[src/design/ctp_pkg.sv]
`timescale 1ns / 1ps

package ctp_pkg;

    localparam int MAX_THREADS_DEF = 16;

    localparam int ADDR_W = 16;
    localparam int ID_W   = 8;
    localparam int PRI_W  = 8;
    localparam int TIME_W = 64;

    // priority seen as "previous" before the first switch
    localparam logic [PRI_W-1:0] PRI_RESET = 8'd255;

    typedef struct packed {
        logic load;
        logic rd_issue;
        logic update;
    } t_dp_cmd;

    typedef struct packed {
        logic count_zero;
        logic last_issue;
        logic out_free;
    } t_dp_status;

endpackage

[src/design/ctp_ctrl.sv]
`timescale 1ns / 1ps

module ctp_ctrl (
    input  logic                i_clk,
    input  logic                i_rst_n,
    input  logic                i_valid,
    output logic                o_ready,
    input  ctp_pkg::t_dp_status i_status,
    output ctp_pkg::t_dp_cmd    o_cmd
);

    localparam logic [1:0] S_IDLE   = 2'd0;
    localparam logic [1:0] S_SCAN   = 2'd1;
    localparam logic [1:0] S_DRAIN  = 2'd2;
    localparam logic [1:0] S_UPDATE = 2'd3;

    logic [1:0] r_state;
    logic [1:0] n_state;

    always_comb begin
        n_state        = r_state;
        o_cmd.load     = 1'b0;
        o_cmd.rd_issue = 1'b0;
        o_cmd.update   = 1'b0;
        unique case (r_state)
            S_IDLE: begin
                if (i_valid) begin
                    o_cmd.load = 1'b1;
                    n_state    = i_status.count_zero ? S_UPDATE : S_SCAN;
                end
            end
            S_SCAN: begin
                o_cmd.rd_issue = 1'b1;
                if (i_status.last_issue) begin
                    n_state = S_DRAIN;
                end
            end
            // last read word is compared here
            S_DRAIN: begin
                n_state = S_UPDATE;
            end
            S_UPDATE: begin
                if (i_status.out_free) begin
                    o_cmd.update = 1'b1;
                    n_state      = S_IDLE;
                end
            end
            default: begin
                n_state = S_IDLE;
            end
        endcase
    end

    always_ff @(posedge i_clk) begin
        if (!i_rst_n) begin
            r_state <= S_IDLE;
        end else begin
            r_state <= n_state;
        end
    end

    assign o_ready = (r_state == S_IDLE);

endmodule

[src/design/ctp_datapath.sv]
`timescale 1ns / 1ps

module ctp_datapath #(
    parameter int MAX_THREADS = ctp_pkg::MAX_THREADS_DEF,
    parameter int CW          = $clog2(MAX_THREADS + 1)
) (
    input  logic                        i_clk,
    input  logic                        i_rst_n,
    input  ctp_pkg::t_dp_cmd            i_cmd,
    output ctp_pkg::t_dp_status         o_status,
    input  logic [ctp_pkg::ADDR_W-1:0]  i_thread_addr,
    input  logic [ctp_pkg::ID_W-1:0]    i_thread_id,
    input  logic [ctp_pkg::PRI_W-1:0]   i_base_priority,
    input  logic [ctp_pkg::PRI_W-1:0]   i_inherited_priority,
    input  logic [ctp_pkg::TIME_W-1:0]  i_timestamp,
    output logic                        o_valid,
    input  logic                        i_ready,
    output logic [ctp_pkg::ID_W-1:0]    o_trace_id,
    output logic [ctp_pkg::PRI_W-1:0]   o_trace_priority,
    output logic [ctp_pkg::TIME_W-1:0]  o_trace_time,
    output logic [ctp_pkg::TIME_W-1:0]  o_credited_cycles,
    output logic [ctp_pkg::TIME_W-1:0]  o_idle_cycles,
    output logic [CW-1:0]               o_known_count,
    output logic                        o_added_entry,
    output logic                        o_table_full
);

    localparam int IW = $clog2(MAX_THREADS);
    localparam int AW = ctp_pkg::ADDR_W;
    localparam int DW = ctp_pkg::ID_W;
    localparam int PW = ctp_pkg::PRI_W;
    localparam int TW = ctp_pkg::TIME_W;

    // thread table
    logic [AW-1:0]          mem_addr   [MAX_THREADS];
    logic [DW-1:0]          mem_id     [MAX_THREADS];
    logic [TW-1:0]          mem_cycles [MAX_THREADS];
    logic [MAX_THREADS-1:0] r_active;

    // incoming switch
    logic [AW-1:0] r_addr;
    logic [DW-1:0] r_id;
    logic [PW-1:0] r_pri;
    logic [TW-1:0] r_time;
    logic [TW-1:0] r_elapsed;
    logic          r_credit_en;

    // state left by the last switch
    logic [AW-1:0] r_prev_addr;
    logic [DW-1:0] r_prev_id;
    logic [PW-1:0] r_prev_pri;
    logic [TW-1:0] r_prev_time;
    logic          r_prev_valid;
    logic [TW-1:0] r_idle;
    logic [CW-1:0] r_count;

    // scan
    logic [IW-1:0] r_idx;
    logic          r_rd_vld;
    logic [IW-1:0] r_rd_idx;
    logic [AW-1:0] r_rd_addr;
    logic [DW-1:0] r_rd_id;
    logic [TW-1:0] r_rd_cycles;
    logic          r_known;
    logic          r_credit_hit;

    logic          r_out_valid;

    logic          w_addr_hit;
    logic          w_cur_known;
    logic          w_cur_stale;
    logic          w_prev_hit;
    logic          w_room;
    logic          w_new_pair;
    logic          w_append;
    logic [IW-1:0] w_app_idx;
    logic          w_cyc_we;
    logic [IW-1:0] w_cyc_idx;
    logic [TW-1:0] w_cyc_data;
    logic          w_act_we;
    logic [IW-1:0] w_act_idx;
    logic          w_act_data;
    logic [TW-1:0] n_idle;
    logic [CW-1:0] n_count;

    assign w_addr_hit  = r_rd_vld && (r_addr != '0) && (r_rd_addr == r_addr);
    assign w_cur_known = w_addr_hit && (r_rd_id == r_id);
    assign w_cur_stale = w_addr_hit && (r_rd_id != r_id);
    assign w_prev_hit  = r_rd_vld && r_credit_en && (r_rd_addr == r_prev_addr)
                         && (r_rd_id == r_prev_id);

    assign w_room     = (r_count < CW'(MAX_THREADS));
    assign w_new_pair = (r_addr != '0) && !r_known;
    assign w_append   = i_cmd.update && w_new_pair && w_room;
    assign w_app_idx  = r_count[IW-1:0];

    assign n_idle  = (r_prev_pri == '0) ? r_idle + r_elapsed : r_idle;
    assign n_count = w_append ? r_count + CW'(1) : r_count;

    // one write port per store: scan write-back, or append during update
    always_comb begin
        w_cyc_we   = 1'b0;
        w_cyc_idx  = r_rd_idx;
        w_cyc_data = r_rd_cycles + r_elapsed;
        w_act_we   = 1'b0;
        w_act_idx  = r_rd_idx;
        w_act_data = 1'b0;
        priority if (w_append) begin
            w_cyc_we   = 1'b1;
            w_cyc_idx  = w_app_idx;
            w_cyc_data = '0;
            w_act_we   = 1'b1;
            w_act_idx  = w_app_idx;
            w_act_data = 1'b1;
        end else begin
            w_cyc_we = w_prev_hit;
            w_act_we = w_cur_stale;
        end
    end

    always_ff @(posedge i_clk) begin
        if (w_append) begin
            mem_addr[w_app_idx] <= r_addr;
            mem_id[w_app_idx]   <= r_id;
        end
        if (w_cyc_we) begin
            mem_cycles[w_cyc_idx] <= w_cyc_data;
        end
        if (w_act_we) begin
            r_active[w_act_idx] <= w_act_data;
        end
        if (i_cmd.rd_issue) begin
            r_rd_addr   <= mem_addr[r_idx];
            r_rd_id     <= mem_id[r_idx];
            r_rd_cycles <= mem_cycles[r_idx];
            r_rd_idx    <= r_idx;
        end
    end

    always_ff @(posedge i_clk) begin
        if (i_cmd.load) begin
            r_addr      <= i_thread_addr;
            r_id        <= i_thread_id;
            r_pri       <= (i_inherited_priority != '0) ? i_inherited_priority
                                                         : i_base_priority;
            r_time      <= i_timestamp;
            r_elapsed   <= i_timestamp - r_prev_time;
            r_credit_en <= r_prev_valid && (r_prev_time != '0);
        end
        if (i_cmd.load) begin
            r_idx <= '0;
        end else if (i_cmd.rd_issue) begin
            r_idx <= r_idx + IW'(1);
        end
        if (i_cmd.load) begin
            r_known      <= 1'b0;
            r_credit_hit <= 1'b0;
        end else begin
            r_known      <= r_known | w_cur_known;
            r_credit_hit <= r_credit_hit | w_prev_hit;
        end
        if (i_cmd.update) begin
            o_trace_id        <= r_id;
            o_trace_priority  <= r_pri;
            o_trace_time      <= r_time;
            o_credited_cycles <= r_credit_hit ? r_elapsed : '0;
            o_idle_cycles     <= n_idle;
            o_known_count     <= n_count;
            o_added_entry     <= w_append;
            o_table_full      <= w_new_pair && !w_room;
        end
    end

    always_ff @(posedge i_clk) begin
        if (!i_rst_n) begin
            r_prev_addr  <= '0;
            r_prev_id    <= '0;
            r_prev_pri   <= ctp_pkg::PRI_RESET;
            r_prev_time  <= '0;
            r_prev_valid <= 1'b0;
            r_idle       <= '0;
            r_count      <= '0;
            r_rd_vld     <= 1'b0;
            r_out_valid  <= 1'b0;
        end else begin
            r_rd_vld <= i_cmd.rd_issue;
            if (i_cmd.update) begin
                r_prev_addr  <= r_addr;
                r_prev_id    <= r_id;
                r_prev_pri   <= r_pri;
                r_prev_time  <= r_time;
                r_prev_valid <= 1'b1;
                r_idle       <= n_idle;
                r_count      <= n_count;
                r_out_valid  <= 1'b1;
            end else if (i_ready) begin
                r_out_valid <= 1'b0;
            end
        end
    end

    assign o_valid             = r_out_valid;
    assign o_status.count_zero = (r_count == '0);
    assign o_status.last_issue = (CW'(r_idx) == r_count - CW'(1));
    assign o_status.out_free   = !r_out_valid || i_ready;

endmodule

[src/design/thread_cycle_profiler.sv]
`timescale 1ns / 1ps

// steps: idle takes the input word, scan reads the N table entries in use (skipped with an empty
// table), drain compares the last read word, update registers the result word
// a new switch is taken only after the update, which waits while a held result word blocks it;
// one table entry read per cycle
// reset: synchronous active low; clears counts, idle total and previous-thread state,
// table contents stay undefined until written

module thread_cycle_profiler #(
    parameter int MAX_THREADS = ctp_pkg::MAX_THREADS_DEF,
    parameter int CW          = $clog2(MAX_THREADS + 1)
) (
    input  logic                        i_clk,
    input  logic                        i_rst_n,
    input  logic                        i_valid,
    output logic                        o_ready,
    input  logic [ctp_pkg::ADDR_W-1:0]  i_thread_addr,
    input  logic [ctp_pkg::ID_W-1:0]    i_thread_id,
    input  logic [ctp_pkg::PRI_W-1:0]   i_base_priority,
    input  logic [ctp_pkg::PRI_W-1:0]   i_inherited_priority,
    input  logic [ctp_pkg::TIME_W-1:0]  i_timestamp,
    output logic                        o_valid,
    input  logic                        i_ready,
    output logic [ctp_pkg::ID_W-1:0]    o_trace_id,
    output logic [ctp_pkg::PRI_W-1:0]   o_trace_priority,
    output logic [ctp_pkg::TIME_W-1:0]  o_trace_time,
    output logic [ctp_pkg::TIME_W-1:0]  o_credited_cycles,
    output logic [ctp_pkg::TIME_W-1:0]  o_idle_cycles,
    output logic [CW-1:0]               o_known_count,
    output logic                        o_added_entry,
    output logic                        o_table_full
);

    ctp_pkg::t_dp_cmd    w_cmd;
    ctp_pkg::t_dp_status w_status;

    ctp_ctrl u_ctrl (
        .i_clk    (i_clk),
        .i_rst_n  (i_rst_n),
        .i_valid  (i_valid),
        .o_ready  (o_ready),
        .i_status (w_status),
        .o_cmd    (w_cmd)
    );

    ctp_datapath #(
        .MAX_THREADS (MAX_THREADS),
        .CW          (CW)
    ) u_datapath (
        .i_clk                (i_clk),
        .i_rst_n              (i_rst_n),
        .i_cmd                (w_cmd),
        .o_status             (w_status),
        .i_thread_addr        (i_thread_addr),
        .i_thread_id          (i_thread_id),
        .i_base_priority      (i_base_priority),
        .i_inherited_priority (i_inherited_priority),
        .i_timestamp          (i_timestamp),
        .o_valid              (o_valid),
        .i_ready              (i_ready),
        .o_trace_id           (o_trace_id),
        .o_trace_priority     (o_trace_priority),
        .o_trace_time         (o_trace_time),
        .o_credited_cycles    (o_credited_cycles),
        .o_idle_cycles        (o_idle_cycles),
        .o_known_count        (o_known_count),
        .o_added_entry        (o_added_entry),
        .o_table_full         (o_table_full)
    );

endmodule

[config.mk]
export PLATFORM = sky130hd
export DESIGN_NAME = thread_cycle_profiler
export DESIGN_NICKNAME = d
export VERILOG_FILES = /design/src/design/ctp_pkg.sv /design/src/design/ctp_ctrl.sv /design/src/design/ctp_datapath.sv /design/src/design/thread_cycle_profiler.sv
export SDC_FILE = /design/constraint.sdc
export NUM_CORES = 1
export LEC_CHECK = 0
export BUFFER_PORTS_ARGS = -buffer_cell sky130_fd_sc_hd__clkbuf_2
export CAP_MARGIN = 20
export CORE_MARGIN = 3
export CORE_UTILIZATION = 40
export CTS_CLUSTER_DIAMETER = 120
export DETAILED_ROUTE_END_ITERATION = 12
export PLACE_DENSITY = 0.56
export SLEW_MARGIN = 5
export SYNTH_ARGS = -nofsm -noshare
export SYNTH_HDL_FRONTEND = slang
export SYNTH_SLANG_ARGS = --single-unit
[constraint.sdc]
create_clock -name i_clk -period 9.8 [get_ports i_clk]
set_clock_uncertainty 0.2 [all_clocks]
set_input_delay 0 -clock i_clk [delete_from_list [all_inputs] [get_ports i_clk]]
set_output_delay 0 -clock i_clk [all_outputs]
set_load 0.05 [all_outputs]
-- Yosys cells after proc, flatten, opt, wreduce, memory -nomap -nowiden
Memories as Yosys holds them, arrays and structs flattened. A register that Yosys moved wholly into a read port is not among the register bits.
Cells that the tools add are included.
Widths: inputs -> output; s select.
- add/subtract/negate cells: 5
- magnitude comparators: 1
- eq/ne operators: 11
- muxes and demuxes: 17
- bitwise operators: 2
- reduce and logical (&&, ||, !) cells: 23
- operators by type and width (operator ; count):
    $add 64x64->64 ; 1
    $mux 64 ; 1
    $reduce_bool 64->1 ; 1
    $sub 64x64->64 ; 1
    $eq 16x16->1 ; 2
    $eq 8x8->1 ; 2
    $reduce_bool 16->1 ; 1
    $logic_and 1x1->1 ; 11
    $mux 1 ; 9
    $logic_not 8->1 ; 1
    $mux 2 ; 4
    $mux 8 ; 1
    $pmux 2 s4 ; 1
    $reduce_bool 8->1 ; 1
    $add 5x1->5 const B ; 1
    $eq 4x5->1 ; 1
    $logic_not 5->1 ; 1
    $lt 5x5->1 const B ; 1
    $mux 5 ; 1
    $sub 5x1->5 const B ; 1
    $add 4x1->4 const B ; 1
    $eq 2x2->1 const B ; 2
    $ne 2x1->1 const B ; 2
    $logic_not 1->1 ; 3
    other kinds (7) ; 8
- flip-flop bits (word level): 552
- memory bits (writable): 384
- logic and storage cells: 88
- memories: 2
- memories (name ; words ; width ; rd ports ; clocked after memory_dff ; write ports ; RTL line ; source):
    u_datapath.mem_addr ; 16 ; 16 ; 1 ; 1 ; 1 ; ctp_datapath.sv:35 ; logic [AW-1:0] mem_addr [MAX_THREADS];
    u_datapath.mem_id ; 16 ; 8 ; 1 ; 1 ; 1 ; ctp_datapath.sv:36 ; logic [DW-1:0] mem_id [MAX_THREADS];

-- Longest topological paths before layout
Gate-level depths: netlist of the first run.
- word-level depth: 8
- mapped depth: 13

-- Modules after synthesis
A second synthesis of the first run with hierarchy kept.
- cells, all modules: 3086
- area, all modules: 42588.3 µm²
- modules (own cells, without submodules) (module ; times used ; cells each ; area each (µm²) ; sequential area each (µm²)):
    ctp_datapath ; 1 ; 3065 ; 42406.9 ; 27025.9
    ctp_ctrl ; 1 ; 21 ; 181.4 ; 40.0

-- Worst setup path before layout of the first run
OpenSTA, ideal clock, no wires.
- path type: register to register
- start: reg u_datapath.r_out_valid (netlist: u_datapath.o_valid)
- end: reg u_datapath.o_added_entry, enable pin
- library setup time: 0.663 ns
- data arrival time: 7.195 ns
- path slack: 1.742 ns
- cell stages (with the launch flop): 6
- clock period less this slack: 8.058 ns
- cells stage by stage: dfxtp_1 -> nand2b_1 -> nand2_1 -> inv_2 -> clkbuf_1 -> clkbuf_1
- RTL lines (what ; RTL line ; source):
    start, declared ; ctp_datapath.sv:67 ; logic r_out_valid;
    start signal, assigned ; ctp_datapath.sv:184 ; r_out_valid <= 1'b0;
    start signal, assigned ; ctp_datapath.sv:195 ; r_out_valid <= 1'b1;
    start signal, assigned ; ctp_datapath.sv:197 ; r_out_valid <= 1'b0;
    end signal, assigned ; ctp_datapath.sv:169 ; o_added_entry <= w_append;
    end, declared ; ctp_datapath.sv:24 ; output logic o_added_entry,

-- Final worst setup path of the first run
- start: reg u_datapath.r_elapsed[13]
- end: reg u_datapath.o_idle_cycles[60] in the netlist's numbering (data pin)
- word-level cells in the longest chain between the ends: 2
- RTL lines (what ; RTL line ; source):
    start, declared ; ctp_datapath.sv:45 ; logic [TW-1:0] r_elapsed;
    start signal, assigned ; ctp_datapath.sv:147 ; r_elapsed <= i_timestamp - r_prev_time;
    $add 64x64->64 ; ctp_datapath.sv:97 ; assign n_idle = (r_prev_pri == '0) ? r_idle + r_elapsed : r_idle;
    $mux 64 ; ctp_datapath.sv:97 ;
    via u_datapath.n_idle[60] ; ctp_datapath.sv:83 ; logic [TW-1:0] n_idle;
    end signal, assigned ; ctp_datapath.sv:167 ; o_idle_cycles <= n_idle;
    end, declared ; ctp_datapath.sv:22 ; output logic [ctp_pkg::TIME_W-1:0] o_idle_cycles,
The timed path passes the listed nets, and every way through them passes these cells.
A chain may end at the register's enable or synchronous reset.

==> reports/metrics.yaml, run 1 <==
layout:
  finish.utilization: 0.4925
  post_route_cells_drive_above_1_share: 0.1934
  flow.area_growth_from_synthesis_pct: 21.03
  number_of_antenna_diodes: 0
  final_nets: 3980
route:
  wl_per_cell_um: 22.90
  vias_per_cell: 5.371
  iter_0_drt_violations: 2289
  ant_nets: 0
  detailroute.via_count: 27940
  totalWireLength_um: 119100
  remaining_drc_errors: 0
  detailedRoute.firstPassIterationCount: 5
logic_synthesis:
  yosys.cell_count.top_type: "edfxtp_1"
  syn-instance-count: 3202
  synth-seq-area-share: 0.6363
  synth_top_cell_by_area: "edfxtp_1"
  synth-edff-count: 784
  post_synth_main_area_contributors: "edfxtp_1, dfxtp_1, mux4_2"
  async_flop_share: 0
  syn_area_per_cell_um2: 13.28
  yosys_reg_bits: 960
  synth.top_cells.by_count: "edfxtp_1, nand2_1, a21oi_1"
  synth_cell_type_count: 97
  syn_area_um2: 42540
  synth_ff_type: "edfxtp_1"
  synth_fp_nets: 3448
  synth.yosys.warnings: 0
  synth_top_area_frac: 0.5534
power:
  p_leak_nw: 18.31
  fin_total_pwr_w: 0.01243
  power.density_cell_area_nw_per_um2: 241.4
  ir_drop_v: 0.0001698
sta:
  period_needed_ns: 3.975
  final_critical_path_setup_slack_ns: 5.825
  timing.final.crit_share: 0.4057
  max_slew_margin: 0.2659
  slew_viol_final: 0
  timing.final.hold_violations: 0
  timing_worst_slew_pin_value_ns: 1.099
  achievable-frequency_mhz: 251.5
  final-setup-viol-count: 0
  setup_tns_ns: 0
  rsz0062_at_grt: "no"
floorplan:
  core_area_um2: 104500
  row_count: 118
  top_level_ports: 325
  initial_util: 0.4069
  floorplan.die.height_um: 332.1
  floorplan.die_area_um2: 110300
  floorplan_die_width_um: 332.1
clock_tree:
  number_of_buffers_created_by_cts: 102
  cts.clk_slew.worst_paths_ns: 0.06
  clock_insertion_delay_worst_skew_ns: 0.68
  cts.repair.resized: 0
  cts_tree: "done"
  cts-htree-levels: 3
  cts_root_buf: "clkbuf_16"
  cts.sinks: 960
  clockBufferDepth: 3
worst_setup_path:
  slowest_stage: "a221oi_1"
  critPathLaunchType: "flip-flop"
  cp.buffers_inverters: 0
  critical_path_rt_ns: 10.03
  crit_path_frequent_cell: "o211ai_1"
  timing.critical_path.fanout_max: 8
  timing.critical_path.from: "u_datapath.r_elapsed[13]"
  endpoint_kind: "flip-flop"
  r2r-start: "u_datapath.r_elapsed[13]"
  critical_setup_path_class: "reg -> reg"
  worstPathArrival_ns: 4.21
  critPathTopFamily: "compound AO/OA/AOI/OAI gates"
  crit_chain: "ha_1 -> a21oi_2 -> o211ai_1 -> a221oi_1 -> a21boi_1 -> o211ai_1 -> a31oi_1 -> a221oi_2 -> xnor2_1 -> mux2_2"
  critPathMaxStageDelay_ns: 0.66
hold_path:
  hold_class: "in -> reg"
  holdCritStartpoint: "i_rst_n"
global_route:
  grt.total_usage: 0.2124
  grt_overflow: 0
  grt_start_max_net_pins: 150
  grt_pass1_wl_um: 177600
  grt_antenna_before_repair: 4
  number_of_global_route_vias_before_repair: 27280
run:
  maximum_capacitance_violations: 0
placed_design:
  gpl.final_weighted_congestion: 0.9083
  port-buffer-count: 324
  dp_hpwl_um: 78220
  pre_cts_setup_slack_ns: 5.800
run_status:
  outcome: "complete, no violations"
[per-layer routing]
metal,global-route usage,vias to the layer above,wire length [um]
met5,0,-,12
li1,-,13070,-
met2,0.3464,857,56550
met1,0.2980,13820,53260
met3,0.03040,195,6029
met4,0.05906,2,3277
[cells in the final DEF, fill, tap and decap left out, drive strengths merged, types with 8 or more instances in the layout]
master       synthesis  layout
ha                 136     136
dlygate4sd3          0     212
o21bai              26      26
clkinv               1      39
a221oi               8       8
nand4               53      53
dfxtp              176     176
o211ai              14      14
xor2                61      61
bufinv               0      16
o21a                16      16
nand2b              15      15
edfxtp             784     784
and3                14      14
a21o                89      89
nand3               42      42
mux2                18      18
o31ai                8       8
buf                 37      34
a211oi              15      15
o21ai              134     134
nor2               146     146
clkinvlp             0       8
inv                103     113
nor4                32      32
nor3                28      28
a21oi              272     272
nor2b               10      10
xnor2              115     115
and2                83      83
mux4               120     120
nand2              419     419
clkbuf             105     444
a31oi               19      19
[cells by family after synthesis]
group	after synthesis	synth area share
compound gates	668	0.1003
mux	144	0.06971
simple gates	870	0.09401
fa+ha+maj	138	0.04094
buf+inv	246	0.02250
xor+xnor	176	0.03624
flops	960	0.6363
[state kept, by name, summed over array words and instances (netlist names), 16 cells and up]
register / cells
u_datapath.mem_addr: 256
u_datapath.mem_id: 128
u_datapath.o_credited_cycles: 64
u_datapath.o_idle_cycles: 64
u_datapath.o_trace_time: 64
u_datapath.r_addr: 16
u_datapath.r_elapsed: 64
u_datapath.r_idle: 64
u_datapath.r_prev_addr: 16
u_datapath.r_prev_time: 64
u_datapath.r_rd_addr: 16
u_datapath.r_time: 64
[report_power, final]
part           internal, W  switching [W]
Sequential         0.00506       0.000412
Combinational      0.00102        0.00183
Clock              0.00244        0.00166
Total              0.00852        0.00390
[repair_timing]
| action | CTS | global route |
|---|---|---|
| hold endpoints to repair | 248 | 0 |
| buffers inserted | 0 | 0 |
| hold buffers | 212 | 0 |
| setup endpoints to repair | 0 | 0 |
[worst paths after layout]
kind | to | slack (ns) | cells after the start
max reg2reg | u_datapath.o_idle_cycles[60] | 5.82 | 10
min reg2reg | u_datapath.o_trace_time[10] | 0.25 | 0
min | u_datapath.r_prev_pri[6] | 0.18 | 4
max | u_datapath.o_idle_cycles[60] | 5.82 | 10
[worst min-delay path, cell delays in order]
cell and delay (ns):
dlygate4sd3_1 0.54, clkbuf_2 0.10, buf_4 0.22, nand3_1 0.11
[metrics by stage]
stage	hold slack, ns	instances	area, um2
finish	0.1793	5202	51480
global route	0.1689	5202	51480
CTS	0.1185	5201	51460
detailed placement	-0.02135	4797	45740
global placement	-0.02178	4797	45740
floorplan	-0.1011	3202	42540
[area by class of cell]
| class | instances | area [um2] |
|---|---|---|
| Fill cell | 9089 | 53050 |
| Sequential cell | 960 | 27080 |
| Multi-Input combinational cell | 1996 | 14660 |
| Tap cell | 1380 | 1727 |
| Clock inverter | 72 | 838.3 |
| Timing Repair Buffer | 570 | 4031 |
| Inverter | 104 | 402.9 |
| Clock buffer | 120 | 2753 |
Power figures use the tool's default switching activity.
==> run 2: changes to the inputs <==
clock period = 3.88 ns   (was 9.8 ns; I/O delays follow)
==> run 2 against run 1 <==
Hold slack worse by 0.041 ns. Core utilization is 0.32 points higher. Non-clock buffer count increased by 54. Fmax rose by 7.9%. Routed wire length grew 0.34%. Setup slack got worse by 5.6 ns. Clock power rose by 140%. Sequential power increased by 150%. Design area is 0.65% higher. Critical endpoint is now u_datapath.r_elapsed[60]. Register-to-register slack lost 5.6 ns. Count of clock-buffer cells in the layout is 12 higher. Sequential share of layout area decreased by 0.34 points.
==> reports/metrics.yaml, run 2 (same netlist as run 1, synthesis figures left out) <==
global_route:
  number_of_global_route_vias_before_repair: 27570  # +1.0%
  grt.total_usage: 0.2132  # +0.0007540
  grt_overflow: 0  # unchanged
  grt_pass1_wl_um: 178100  # +0.26%
  grt_antenna_before_repair: 6  # +2
  grt_start_max_net_pins: 155  # +3.3%
layout:
  final_cell_area_um2: 51820  # +0.65%
  multi_input_area_um2: 14640  # -0.11%
  mostFrequentLayoutCell: "edfxtp_1"
  final-instance-count-excl-fill: 5254  # +1.0%
  reg_top3: "u_datapath.mem_addr (256), u_datapath.mem_id (128)"
  nFillCells: 9173  # +0.92%
  final-seq-area_um2: 27080  # unchanged
  flow.area_growth_from_synthesis_pct: 21.82
  largest_register_ff_count: 256  # unchanged
  finish.utilization: 0.4957  # +0.003196
  layout.cells.most_common_list: "edfxtp_1, nand2_1, clkbuf_2, a21oi_1, dlygate4sd3_1"
  final_nets: 4031  # +1.3%
  post_route_cells_drive_above_1_share: 0.2020  # +0.008609
  regMostFlops: "u_datapath.mem_addr"
sta:
  rsz0062_at_grt: "no"
  achievable-frequency_mhz: 271.5  # +7.9%
  slew_viol_final: 0  # unchanged
  period_needed_ns: 3.683  # -0.2923 ns
  timing.final.crit_share: 0.9493  # +0.5436
  final-setup-viol-count: 0  # unchanged
  timing.final.hold_violations: 0  # unchanged
  timing_worst_slew_pin_value_ns: 0.8548  # -0.2437 ns
  max_slew_margin: 0.4301  # +0.1642
  setup_tns_ns: 0  # unchanged
floorplan:
  row_count: 118  # unchanged
  floorplan.die_area_um2: 110300  # unchanged
  floorplan.die.height_um: 332.1  # unchanged
  top_level_ports: 325  # unchanged
  initial_util: 0.4069  # unchanged
  floorplan_die_width_um: 332.1  # unchanged
  core_area_um2: 104500  # unchanged
worst_setup_path:
  timing.critical_path.from: "u_datapath.r_prev_time[0]"
  timing.rr.end: "u_datapath.r_elapsed[60]"
  rr_worst_depth: 12  # +2
  worstPathArrival_ns: 3.98  # -0.23 ns
  setup.reg_to_reg.worst_slack_ns: 0.20  # -5.63 ns
  timing.critical_path.fanout_max: 4  # -4
  endpoint_kind: "flip-flop"
  r2r-start: "u_datapath.r_prev_time[0]"
  critical_path_rt_ns: 4.17  # -5.86 ns
  critical_setup_path_class: "reg -> reg"
  critPathCapture: "u_datapath.r_elapsed[60]"
  critPathLaunchType: "flip-flop"
clock_tree:
  cts_tree: "done"
  number_of_buffers_created_by_cts: 99  # -2.9%
  cts_root_buf: "clkbuf_16"
  cts-htree-levels: 3  # unchanged
  cts.sinks: 960  # unchanged
  clock_insertion_delay_worst_skew_ns: 0.68  # about the same
  clockBufferDepth: 3  # unchanged
  cts.clk_slew.worst_paths_ns: 0.06  # about the same
power:
  ir_drop_v: 0.0004538  # +170%
  p_leak_nw: 18.49  # +0.98%
  seq_power_share: 0.435  # -0.006
  switching_power_w: 0.009855  # +150%
  pwr-share-clk: 0.319  # -0.011
  fin_total_pwr_w: 0.03112  # +150%
  internal_power_w: 0.02127  # +150%
  power.share.combinational: 0.246  # +0.016
  sw_frac_of_total: 0.3167  # +0.002661
  power.density_cell_area_nw_per_um2: 600.6  # +150%
route:
  ant_nets: 0  # unchanged
  totalWireLength_um: 119500  # +0.34%
  detailedRoute.firstPassIterationCount: 5  # unchanged
  iter_0_drt_violations: 2200  # -3.9%
  vias_per_cell: 5.339  # -0.61%
  detailroute.via_count: 28050  # +0.39%
  wl_per_cell_um: 22.75  # -0.65%
  remaining_drc_errors: 0  # unchanged
placed_design:
  gpl.final_weighted_congestion: 0.8967  # -1.3%
  port-buffer-count: 324  # unchanged
  dp_cells: 4849  # +1.1%
  dp_hpwl_um: 79850  # +2.1%
  place_area_um2: 46220  # +1.1%
hold_path:
  hold_class: "in -> reg"
run_status:
  outcome: "complete, no violations"
run:
  maximum_capacitance_violations: 0  # unchanged
[run 2: worst min path at each step]
stage,from,end,slack (ns),cells after the start
floorplan,i_thread_addr[0],u_datapath.r_addr[0],-0.10,0
global placement,i_thread_addr[9],u_datapath.r_addr[9],-0.02,1
detailed placement,i_thread_addr[9],u_datapath.r_addr[9],-0.02,1
CTS,i_rst_n,u_datapath.r_idle[24],0.10,4
global route,i_rst_n,u_datapath.r_idle[36],0.14,4
finish,i_rst_n,u_datapath.r_prev_time[52],0.14,4
[run 2: layout make-up]
| class | instances | share of cell area |
|---|---|---|
| Sequential cell | 960 | 0.5225 |
| Multi-Input combinational cell | 1996 | 0.2825 |
| Timing Repair Buffer | 624 | 0.08813 |
| Clock buffer | 132 | 0.05216 |
| Tap cell | 1380 | 0.03332 |
| Clock inverter | 56 | 0.01347 |
| Inverter | 104 | 0.007775 |
| Antenna cell | 2 | 0.00009658 |
[run 2: worst max-delay path, cell delays in order (launching register included)]
cell       delay, ns
dfxtp_1         0.32
ha_1            0.21
fa_1            0.40
nand2b_1        0.19
a21oi_2         0.18
a21oi_1         0.15
o21bai_2        0.23
a31oi_4         0.18
a2111oi_4       0.52
a31o_2          0.30
a2111oi_4       0.10
or2_1           0.24
o311ai_1        0.26
[run 2: power groups by stage]
stage,logic (W),clock network (W),registers (W)
floorplan,0.00432,0,0.0145
global placement,0.00751,0,0.0137
detailed placement,0.00753,0,0.0138
CTS,0.00772,0.0102,0.0135
global route,0.00828,0.0105,0.0136
finish,0.00765,0.00992,0.0135
[run 2: repair_timing]
action / in CTS / in global routing
hold endpoints to repair: 286 / 0
hold buffers: 212 / 0
gates resized for setup: 0 / 8
setup buffers: 0 / 3
setup endpoints to repair: 0 / 7
[run 2: metrics by stage]
step                hold WS [ns]  setup slack, ns
detailed placement      -0.02137          0.02315
global placement        -0.02205          0.04855
floorplan                -0.1011          0.01573
global route              0.1414          0.01003
finish                    0.1379           0.1968
CTS                       0.1004          0.02834
[run 2: layer usage]
metal | track usage | wire length, um
met3 | 0.03845 | 6229
met1 | 0.2948 | 53410
met4 | 0.06570 | 3521
met2 | 0.3434 | 56320
met5 | 0 | 46
